**src/hdl/tlbf_pkg.sv**
```systemverilog
`timescale 1ns / 1ps
`default_nettype none

package tlbf_pkg;

  // Table geometry
  localparam int ENTRIES = 8;
  localparam int IDX_W   = (ENTRIES > 1) ? $clog2(ENTRIES) : 1;

  // Field widths
  localparam int PAGE_W  = 20;
  localparam int FRAME_W = 20;
  localparam int SLOT_W  = 3;
  localparam int CNT_W   = 32;

  // Stream word widths
  localparam int IN_BITS  = PAGE_W + FRAME_W + 1;
  localparam int IN_W     = ((IN_BITS + 7) / 8) * 8;
  localparam int OUT_BITS = 2 + SLOT_W + FRAME_W + 2 * CNT_W;
  localparam int OUT_W    = ((OUT_BITS + 7) / 8) * 8;

  // Replacement policy codes
  localparam logic POLICY_FIFO = 1'b0;
  localparam logic POLICY_LRU  = 1'b1;

  typedef logic [IDX_W-1:0] idx_t;

  // Lookup results rippling along the row of entries
  typedef struct packed {
    logic               found;
    idx_t               hit_idx;
    logic [FRAME_W-1:0] hit_frame;
    idx_t               hit_rank;
    logic               lru_seen;
    idx_t               lru_idx;
  } chain_t;

  // Update broadcast to every entry
  typedef struct packed {
    logic               fill;
    idx_t               fill_idx;
    logic               touch;
    idx_t               touch_idx;
    idx_t               touch_rank;
    logic [PAGE_W-1:0]  page;
    logic [FRAME_W-1:0] frame;
  } upd_t;

endpackage

`default_nettype wire

```
**src/hdl/tlbf_cell.sv**
```systemverilog
`timescale 1ns / 1ps
`default_nettype none

module tlbf_cell (
  input  wire logic                    clk,
  input  wire logic                    rst_n,
  input  wire tlbf_pkg::idx_t          cell_idx,
  input  wire logic [tlbf_pkg::PAGE_W-1:0] look_page,
  input  wire tlbf_pkg::chain_t        chain_i,
  output tlbf_pkg::chain_t             chain_o,
  input  wire tlbf_pkg::upd_t          upd_i
);
  import tlbf_pkg::*;

  logic [PAGE_W-1:0]  tag_r;
  logic [FRAME_W-1:0] frame_r;
  logic               valid_r, valid_nxt;
  idx_t               rank_r, rank_nxt;
  logic               match;

  // Compare and pass the first match and the oldest entry on down the row
  always_comb begin
    match   = valid_r && (tag_r == look_page);
    chain_o = chain_i;
    if (!chain_i.found && match) begin
      chain_o.found     = 1'b1;
      chain_o.hit_idx   = cell_idx;
      chain_o.hit_frame = frame_r;
      chain_o.hit_rank  = rank_r;
    end
    if (!chain_i.lru_seen && (rank_r == '0)) begin
      chain_o.lru_seen = 1'b1;
      chain_o.lru_idx  = cell_idx;
    end
  end

  // Work out valid and recency updates
  always_comb begin
    valid_nxt = valid_r;
    rank_nxt  = rank_r;
    if (upd_i.fill && (upd_i.fill_idx == cell_idx)) begin
      valid_nxt = 1'b1;
    end
    if (upd_i.touch) begin
      if (upd_i.touch_idx == cell_idx) begin
        rank_nxt = IDX_W'(ENTRIES - 1);
      end else if (rank_r > upd_i.touch_rank) begin
        rank_nxt = rank_r - IDX_W'(1);
      end
    end
  end

  // Hold control state
  always_ff @(posedge clk) begin
    if (!rst_n) begin
      valid_r <= 1'b0;
      rank_r  <= cell_idx;
    end else begin
      valid_r <= valid_nxt;
      rank_r  <= rank_nxt;
    end
  end

  // Write tag and frame on a fill
  always_ff @(posedge clk) begin
    if (upd_i.fill && (upd_i.fill_idx == cell_idx)) begin
      tag_r   <= upd_i.page;
      frame_r <= upd_i.frame;
    end
  end

endmodule

`default_nettype wire

```
**src/hdl/tlb_fifo_lru_fill.sv**
```systemverilog
// The result word for an accepted input word is registered and appears in the next cycle.
// Throughput: one word per cycle; the lookup ripples through the row of entry
// cells and the update is written back in the same cycle.
// A waiting result does not block the next word when out_tready is high.
// Reset (rst_n low, synchronous): entries invalid, ranks equal to index,
// FIFO pointer, counters and policy zero; tags and frames are not cleared.
`timescale 1ns / 1ps
`default_nettype none

module tlb_fifo_lru_fill (
  input  wire logic                      clk,
  input  wire logic                      rst_n,
  input  wire logic                      cfg_we,
  input  wire logic                      cfg_wdata,     // replace_policy
  input  wire logic                      in_tvalid,
  output logic                           in_tready,
  // [19:0] virtual_page, [39:20] frame_number, [40] translation_valid, rest zero
  input  wire logic [tlbf_pkg::IN_W-1:0] in_tdata,
  output logic                           out_tvalid,
  input  wire logic                      out_tready,
  // [0] hit, [1] filled, [4:2] slot, [24:5] held_frame,
  // [56:25] hit_total, [88:57] access_total, rest zero
  output logic [tlbf_pkg::OUT_W-1:0]     out_tdata
);
  import tlbf_pkg::*;

  logic                 policy_r;
  idx_t                 ptr_r, ptr_nxt;
  logic [CNT_W-1:0]     hit_cnt_r, hit_cnt_nxt;
  logic [CNT_W-1:0]     acc_cnt_r, acc_cnt_nxt;
  logic                 out_valid_r, out_valid_nxt;
  logic [OUT_W-1:0]     out_data_r;
  logic [OUT_W-1:0]     out_data_nxt;

  logic                 accept;
  logic [PAGE_W-1:0]    in_page;
  logic [FRAME_W-1:0]   in_frame;
  logic                 in_ok;
  logic                 lru;
  logic                 hit;
  logic                 miss;
  idx_t                 victim;
  logic [IDX_W:0]       ptr_inc;
  logic [SLOT_W-1:0]    slot;
  logic [FRAME_W-1:0]   held;
  upd_t                 upd;
  chain_t               chain [0:ENTRIES];

  assign in_page  = in_tdata[PAGE_W-1:0];
  assign in_frame = in_tdata[PAGE_W+FRAME_W-1:PAGE_W];
  assign in_ok    = in_tdata[PAGE_W+FRAME_W];

  assign in_tready  = !out_valid_r || out_tready;
  assign accept     = in_tvalid && in_tready;
  assign out_tvalid = out_valid_r;
  assign out_tdata  = out_data_r;

  // Row of entry cells
  assign chain[0] = '0;
  for (genvar i = 0; i < ENTRIES; i++) begin : g_cell
    tlbf_cell u_cell (
      .clk       (clk),
      .rst_n     (rst_n),
      .cell_idx  (IDX_W'(i)),
      .look_page (in_page),
      .chain_i   (chain[i]),
      .chain_o   (chain[i+1]),
      .upd_i     (upd)
    );
  end

  // Pick victim and build the update word
  always_comb begin
    lru     = (policy_r == POLICY_LRU);
    hit     = in_ok && chain[ENTRIES].found;
    miss    = in_ok && !chain[ENTRIES].found;
    victim  = lru ? chain[ENTRIES].lru_idx : ptr_r;
    ptr_inc = {1'b0, ptr_r} + (IDX_W + 1)'(1);

    upd.fill       = accept && miss;
    upd.fill_idx   = victim;
    upd.touch      = accept && lru && in_ok;
    upd.touch_idx  = hit ? chain[ENTRIES].hit_idx : chain[ENTRIES].lru_idx;
    upd.touch_rank = hit ? chain[ENTRIES].hit_rank : '0;
    upd.page       = in_page;
    upd.frame      = in_frame;

    ptr_nxt = ptr_r;
    if (accept && miss && !lru) begin
      ptr_nxt = (ptr_inc == (IDX_W + 1)'(ENTRIES)) ? '0 : ptr_inc[IDX_W-1:0];
    end

    slot = '0;
    held = '0;
    if (hit) begin
      slot = SLOT_W'(chain[ENTRIES].hit_idx);
      held = chain[ENTRIES].hit_frame;
    end else if (miss) begin
      slot = SLOT_W'(victim);
      held = in_frame;
    end
  end

  // Advance saturating counters and load the result word
  always_comb begin
    hit_cnt_nxt   = hit_cnt_r;
    acc_cnt_nxt   = acc_cnt_r;
    out_valid_nxt = out_valid_r && !out_tready;
    out_data_nxt  = out_data_r;
    if (accept) begin
      if (acc_cnt_r != '1) begin
        acc_cnt_nxt = acc_cnt_r + CNT_W'(1);
      end
      if (hit && (hit_cnt_r != '1)) begin
        hit_cnt_nxt = hit_cnt_r + CNT_W'(1);
      end
      out_valid_nxt = 1'b1;
      out_data_nxt  = OUT_W'({acc_cnt_nxt, hit_cnt_nxt, held, slot, miss, hit});
    end
  end

  // Hold control state
  always_ff @(posedge clk) begin
    if (!rst_n) begin
      policy_r    <= POLICY_FIFO;
      ptr_r       <= '0;
      hit_cnt_r   <= '0;
      acc_cnt_r   <= '0;
      out_valid_r <= 1'b0;
    end else begin
      if (cfg_we) begin
        policy_r <= cfg_wdata;
      end
      ptr_r       <= ptr_nxt;
      hit_cnt_r   <= hit_cnt_nxt;
      acc_cnt_r   <= acc_cnt_nxt;
      out_valid_r <= out_valid_nxt;
    end
  end

  // Result word register
  always_ff @(posedge clk) begin
    out_data_r <= out_data_nxt;
  end

`ifndef SYNTH
  // Ranks always form a permutation, so some entry holds the oldest rank
  a_lru_exists: assert property (@(posedge clk) disable iff (!rst_n)
    chain[ENTRIES].lru_seen)
    else $error("no entry holds the least recent rank");

  // A result never reports both a hit and a fill
  a_hit_fill_excl: assert property (@(posedge clk) disable iff (!rst_n)
    out_valid_r |-> !(out_data_r[0] && out_data_r[1]))
    else $error("hit and fill reported together");

  // Hits never outnumber accesses
  a_hits_le_acc: assert property (@(posedge clk) disable iff (!rst_n)
    hit_cnt_r <= acc_cnt_r)
    else $error("hit counter exceeds access counter");

  // A FIFO fill moves the pointer, nothing else does
  a_ptr_moves: assert property (@(posedge clk) disable iff (!rst_n)
    !(accept && miss && !lru) |=> $stable(ptr_r))
    else $error("fifo pointer moved without a fifo fill");
`endif

endmodule

`default_nettype wire

```
**config.mk**
```make
export PLATFORM = sky130hd
export DESIGN_NAME = tlb_fifo_lru_fill
export DESIGN_NICKNAME = d
export VERILOG_FILES = /design/src/hdl/tlbf_pkg.sv /design/src/hdl/tlbf_cell.sv /design/src/hdl/tlb_fifo_lru_fill.sv
export SDC_FILE = /design/constraint.sdc
export NUM_CORES = 1
export LEC_CHECK = 0
export ABC_AREA = 1
export BUFFER_PORTS_ARGS = -buffer_cell sky130_fd_sc_hd__buf_4
export CORE_ASPECT_RATIO = 1.1
export CORE_MARGIN = 8
export CORE_UTILIZATION = 60
export DETAILED_ROUTE_END_ITERATION = 8
export PLACE_DENSITY = 0.79
export RECOVER_POWER = 100
export SLEW_MARGIN = 20
export SYNTH_ARGS = -nofsm -noshare
export SYNTH_HDL_FRONTEND = slang
export SYNTH_HIERARCHICAL = 1
export SYNTH_SLANG_ARGS = --single-unit
```
**constraint.sdc**
```tcl
create_clock -name clk -period 10.5 [get_ports clk]
set_input_delay 1.05 -clock clk [delete_from_list [all_inputs] [get_ports clk]]
set_output_delay 1.05 -clock clk [all_outputs]
set_load 0.1 [all_outputs]
```
# Yosys cells after proc, flatten, opt, wreduce, memory -nomap -nowiden
# Cells that the tools add are included.
# word_totals
regBits	510
output_inout_bits	98
input_bits	54
word_cells	209
# classes
add_sub_neg	11
n_reduce_logical	84
muxes	43
magnitude_cmp	8
eq_ne	25
# op_table
cell	count
$mux W27	8
$eq A20 B20 Y1	8
$mux W3	23
$add A32 B1 Y32 const B	2
$mux W32	2
$ne A32 B32 Y1 const B	2
$mux W20	2
$logic_and A1 B1 Y1	39
$logic_not A3 Y1	10
$mux W4	7
$eq A3 B3 Y1 const B	8
$gt A3 B3 Y1	8
$sub A3 B1 Y3 const B	8
$logic_not A1 Y1	18
$reduce_and A2 Y1	8
$reduce_bool A2 Y1	8
$eq A3 B2 Y1 const B	4
$eq A3 B1 Y1 const B	2
$add A3 B1 Y4 const B	1
$eq A4 B4 Y1 const B	1
$logic_or A1 B1 Y1	1
$mux W1	1

# Depth between registers and ports, before layout
# logic_depth
depth_word	29
mapped_depth	41
mapped_depth_nobuf	34

# By module
# The synthesis kept the hierarchy.
# modules_own_cells
mod	seq_area_each_um2	cells_each	area_each_um2	instances
tlbf_cell at g_cell[0].u_cell ...	1311.3	316	2566.2	5
tlb_fifo_lru_fill	4053.9	1057	8184.1	1
tlbf_cell at g_cell[5].u_cell ...	1311.3	307	2548.7	3

# Least setup slack after synthesis
# Ideal clock, no wire load.
# synth_timing
path_kind	input port to flip-flop
from	in in_tdata[17] (netlist bit)
to	reg g_cell[2].u_cell.rank_r[0], enable pin
arrival_time_ps	7310
n_path_buf	9
setup_time_ps	327
path_stages	34
t_required_ps	10173
path_slack_ps	2863
path_cell_list	or2_1 nand3_1 nor2_4 buf_2 nand2_1 nand2_1 inv_2 clkbuf_1 nand2_1 inv_2 clkbuf_1 nand2_1 inv_2 clkbuf_1 nand2_1 inv_2 clkbuf_1 nand2_1 inv_2 clkbuf_1 nand2_1 inv_2 clkbuf_1 nand2_1 inv_2 clkbuf_1 nand2_1 nand2_1 inv_2 buf_1 o21ai_0 xnor2_1 nand3_1 a21oi_1
# synth_lines
item	line_no	source
from (decl)	tlb_fifo_lru_fill.sv:18	input wire logic [tlbf_pkg::IN_W-1:0] in_tdata,
to (signal assigned)	tlbf_cell.sv:57	rank_r <= cell_idx;
to (signal assigned)	tlbf_cell.sv:60	rank_r <= rank_nxt;
to (decl)	tlbf_cell.sv:18	idx_t rank_r, rank_nxt;

==> run summary <==
The run finished, with violations left. The checks that failed: capacitance limit, slew limit. Detailed routing placed a total of 4930 um of wire on met3.

The overall via count from detail_route is 23400. The count of final max-slew check failures was 671. The post-route met1 wirelength came out at 28400 um. STA classifies the critical path startpoint as an input pin. Counting stages on the worst path, the most repeated cell is sky130_fd_sc_hd__nand2_1. In this run the top signal layer used is met4. The share of power burned in the clock network is 0.367.

After routing, the total negative slack on setup checks comes to 0 ns. The synthesis-to-finish area growth is 9.82%. After clock tree synthesis, the repair step resized 0 gates.

Summed over all nets, the switching power comes to 1.35 mW. Each instance of the synthesized netlist takes up on average 8.06 um2. The max-capacitance violation count is 13. The number of nets at the end of the flow came out at 3891. The critical path in this run is classified as in2reg. The first TritonRoute pass finished after 5 iterations. The number of buffers created by CTS is 50. The leakage power came out at 14.7 nW.

During synthesis, Yosys emitted a total of 6 warnings. The quantity of I/O buffers inserted on ports came out at 137. The pre-CTS worst setup slack is 2.44 ns.

The clock insertion delay at the later pin of the skew report is 0.59 ns. Among cell families on the critical path, the largest total delay comes from buffers and inverters. The first global-routing pass estimated 112000 um of wire. Setup violations remaining at the end of the flow were counted as 0. The top-level I/O count came out at 152. The number of antenna violations at the first check in global routing came out at 1. The power per cell area came out at 153 mW/mm2. The relative slew slack came out at -1.37. The tree is rooted in a sky130_fd_sc_hd__clkbuf_16. The maximum number of pins on one net before global-route repair is 99.

The critical-path maximum fanout is 41. Setup repair after global routing left no endpoint under its margin. TritonCTS built the clock tree.

The number of H-tree branching levels is 2. Summing every instance area after synthesis gives 0.0287 mm2. After technology mapping, the gate count stands at 3556. The clock input transition at the sequential cells of the worst setup and hold paths is 0.06 ns.

The share of post-route cells with drive strength above 1 came out at 0.0425. The number of DRC markers in iteration 0 came out at 2055. The floorplan die height is 245 um. The worst-case setup margin in the final layout came out at 1.99 ns. The final antenna-violating net count is 0.

At the pin with the least slew margin, the transition time is 3.56 ns. After detailed routing, the number of remaining DRC violations is 0. The per-cell via count in the routed design came out at 5.22.

The maximum operating frequency is 0.118 GHz. The core footprint is 0.0475 mm2. The initial core utilization is 0.603. The placement row count came out at 84. The instance count after placement with tap cells included is 4387. The die area is 0.0550 mm2. The number of non-filler instances in the completed layout came out at 4477. In this run the worst hold path is classified as reg2reg.

The maximum cell stage delay along the critical path is 1.32 ns. The maximum buffer depth of the clock tree came out at 3. The clock net sink count is 510. Post-CTS timing repair inserted 0 buffers for setup. The clock skew is 0.00872 ns.

The number of buffers added to fix hold violations after cts is 0. The residual overflow from global routing came out at 0. The proportion of power drawn by flip-flops and latches came out at 0.485. Measured along the x axis, the die boundary spans 224 um. The total track usage came out at 0.249. The placer congestion estimate came out at 0.901.

After detailed routing, the average wire length per cell comes to 15.5 um. The number of hold violations in the final report came out at 0. The peak ir drop on the vdd network came out at 0.179 mV.

The final layout contains routed wiring with a total length of 69300 um. The required arrival time at the worst endpoint is 10.68 ns. On the critical path, the stage with the largest delay is an instance of sky130_fd_sc_hd__inv_1. The detailed-placement wirelength estimate is 47300 um. The period utilization came out at 0.810.

The buffer and inverter count on the worst path is 12. The worst setup path is captured at a flop. The data arrival time of the critical path is 8.68 ns. Cell internal power was estimated by the tool at 3.47 mW. The combinational cell fraction of total power is 0.149. The number of global-route vias before repair came out at 22500. Of the total power, the share spent switching nets is 0.280. The wire length on met2 is 34000 um.

The minimum clock period is 8.51 ns.
==> routing by layer <==
| metal | GRT usage | up-vias |
|---|---|---|
| li1 | - | 11800 |
| met1 | 0.308 | 10700 |
| met2 | 0.435 | 730 |
| met3 | 0.0469 | 122 |
| met4 | 0.0870 | 0 |
| met5 | 0 | - |
==> path summary, 6_finish.rpt <==
| kind | start | endpoint | slack [ns] | cells after the start |
|---|---|---|---|---|
| setup / recovery | in_tdata[16] | g_cell[0].u_cell/frame_r[10]$_DFFE_PP_ | 1.99 | 30 |
| hold / removal | ptr_r[2]$_SDFFE_PN0P_ | ptr_r[2]$_SDFFE_PN0P_ | 0.47 | 2 |
| setup reg to reg | out_tvalid$_SDFF_PN0_ | hit_cnt_r[20]$_SDFFE_PN0N_ | 2.49 | 7 |
| hold reg to reg | ptr_r[2]$_SDFFE_PN0P_ | ptr_r[2]$_SDFFE_PN0P_ | 0.47 | 2 |
==> per-stage QoR <==
stage	hold WS [ns]	area, um2	power, mW	util
global placement	0.451	30400	3.10	0.641
detailed placement	0.460	30400	3.11	0.641
global route	0.497	31500	5.00	0.662
floorplan	0.439	29200	2.92	-
finish	0.466	31500	4.83	0.662
CTS	0.472	32000	4.87	0.674
==> state kept, by name, indices dropped and copies added (netlist names), 3 cells and up <==
register / cells
g_cell.u_cell/tag_r: 160
g_cell.u_cell/rank_r: 24
g_cell.u_cell/frame_r: 160
acc_cnt_r: 32
ptr_r: 3
g_cell.u_cell/valid_r: 8
out_tdata: 89
hit_cnt_r: 32
==> worst min-delay path, cell delays in order (launching register included) <==
cell and delay [ns]:
sky130_fd_sc_hd__dfxtp_1 0.30, sky130_fd_sc_hd__inv_1 0.07, sky130_fd_sc_hd__a21oi_1 0.06
==> power by group through the flow <==
| stage | logic [mW] | clock network (mW) | registers, mW |
|---|---|---|---|
| finish | 0.718 | 1.77 | 2.34 |
| global route | 0.790 | 1.87 | 2.35 |
| CTS | 0.742 | 1.80 | 2.34 |
| detailed placement | 0.736 | 0 | 2.38 |
| global placement | 0.722 | 0 | 2.38 |
| floorplan | 0.364 | 0 | 2.56 |
==> layout make-up <==
class	count	area, um2
Clock buffer	68	1410
Multi-Input combinational cell	2517	11800
Clock inverter	21	173
Tap cell	645	807
Sequential cell	510	14500
Fill cell	4060	16000
Inverter	564	2120
Timing Repair Buffer	151	632
Antenna cell	1	2.50
==> layout by cell type (no fill, tap or decap), types with 53 or more instances in the layout <==
cell / n
sky130_fd_sc_hd__a21oi_1: 85
sky130_fd_sc_hd__conb_1: 142
sky130_fd_sc_hd__inv_1: 542
sky130_fd_sc_hd__edfxtp_1: 433
sky130_fd_sc_hd__clkbuf_1: 145
sky130_fd_sc_hd__nand2_1: 1303
sky130_fd_sc_hd__nand3_1: 137
sky130_fd_sc_hd__dfxtp_1: 77
sky130_fd_sc_hd__o21ai_0: 80
sky130_fd_sc_hd__clkbuf_16: 53
sky130_fd_sc_hd__nor2_1: 299
sky130_fd_sc_hd__nand4_1: 223
Power figures use the tool's default switching activity.
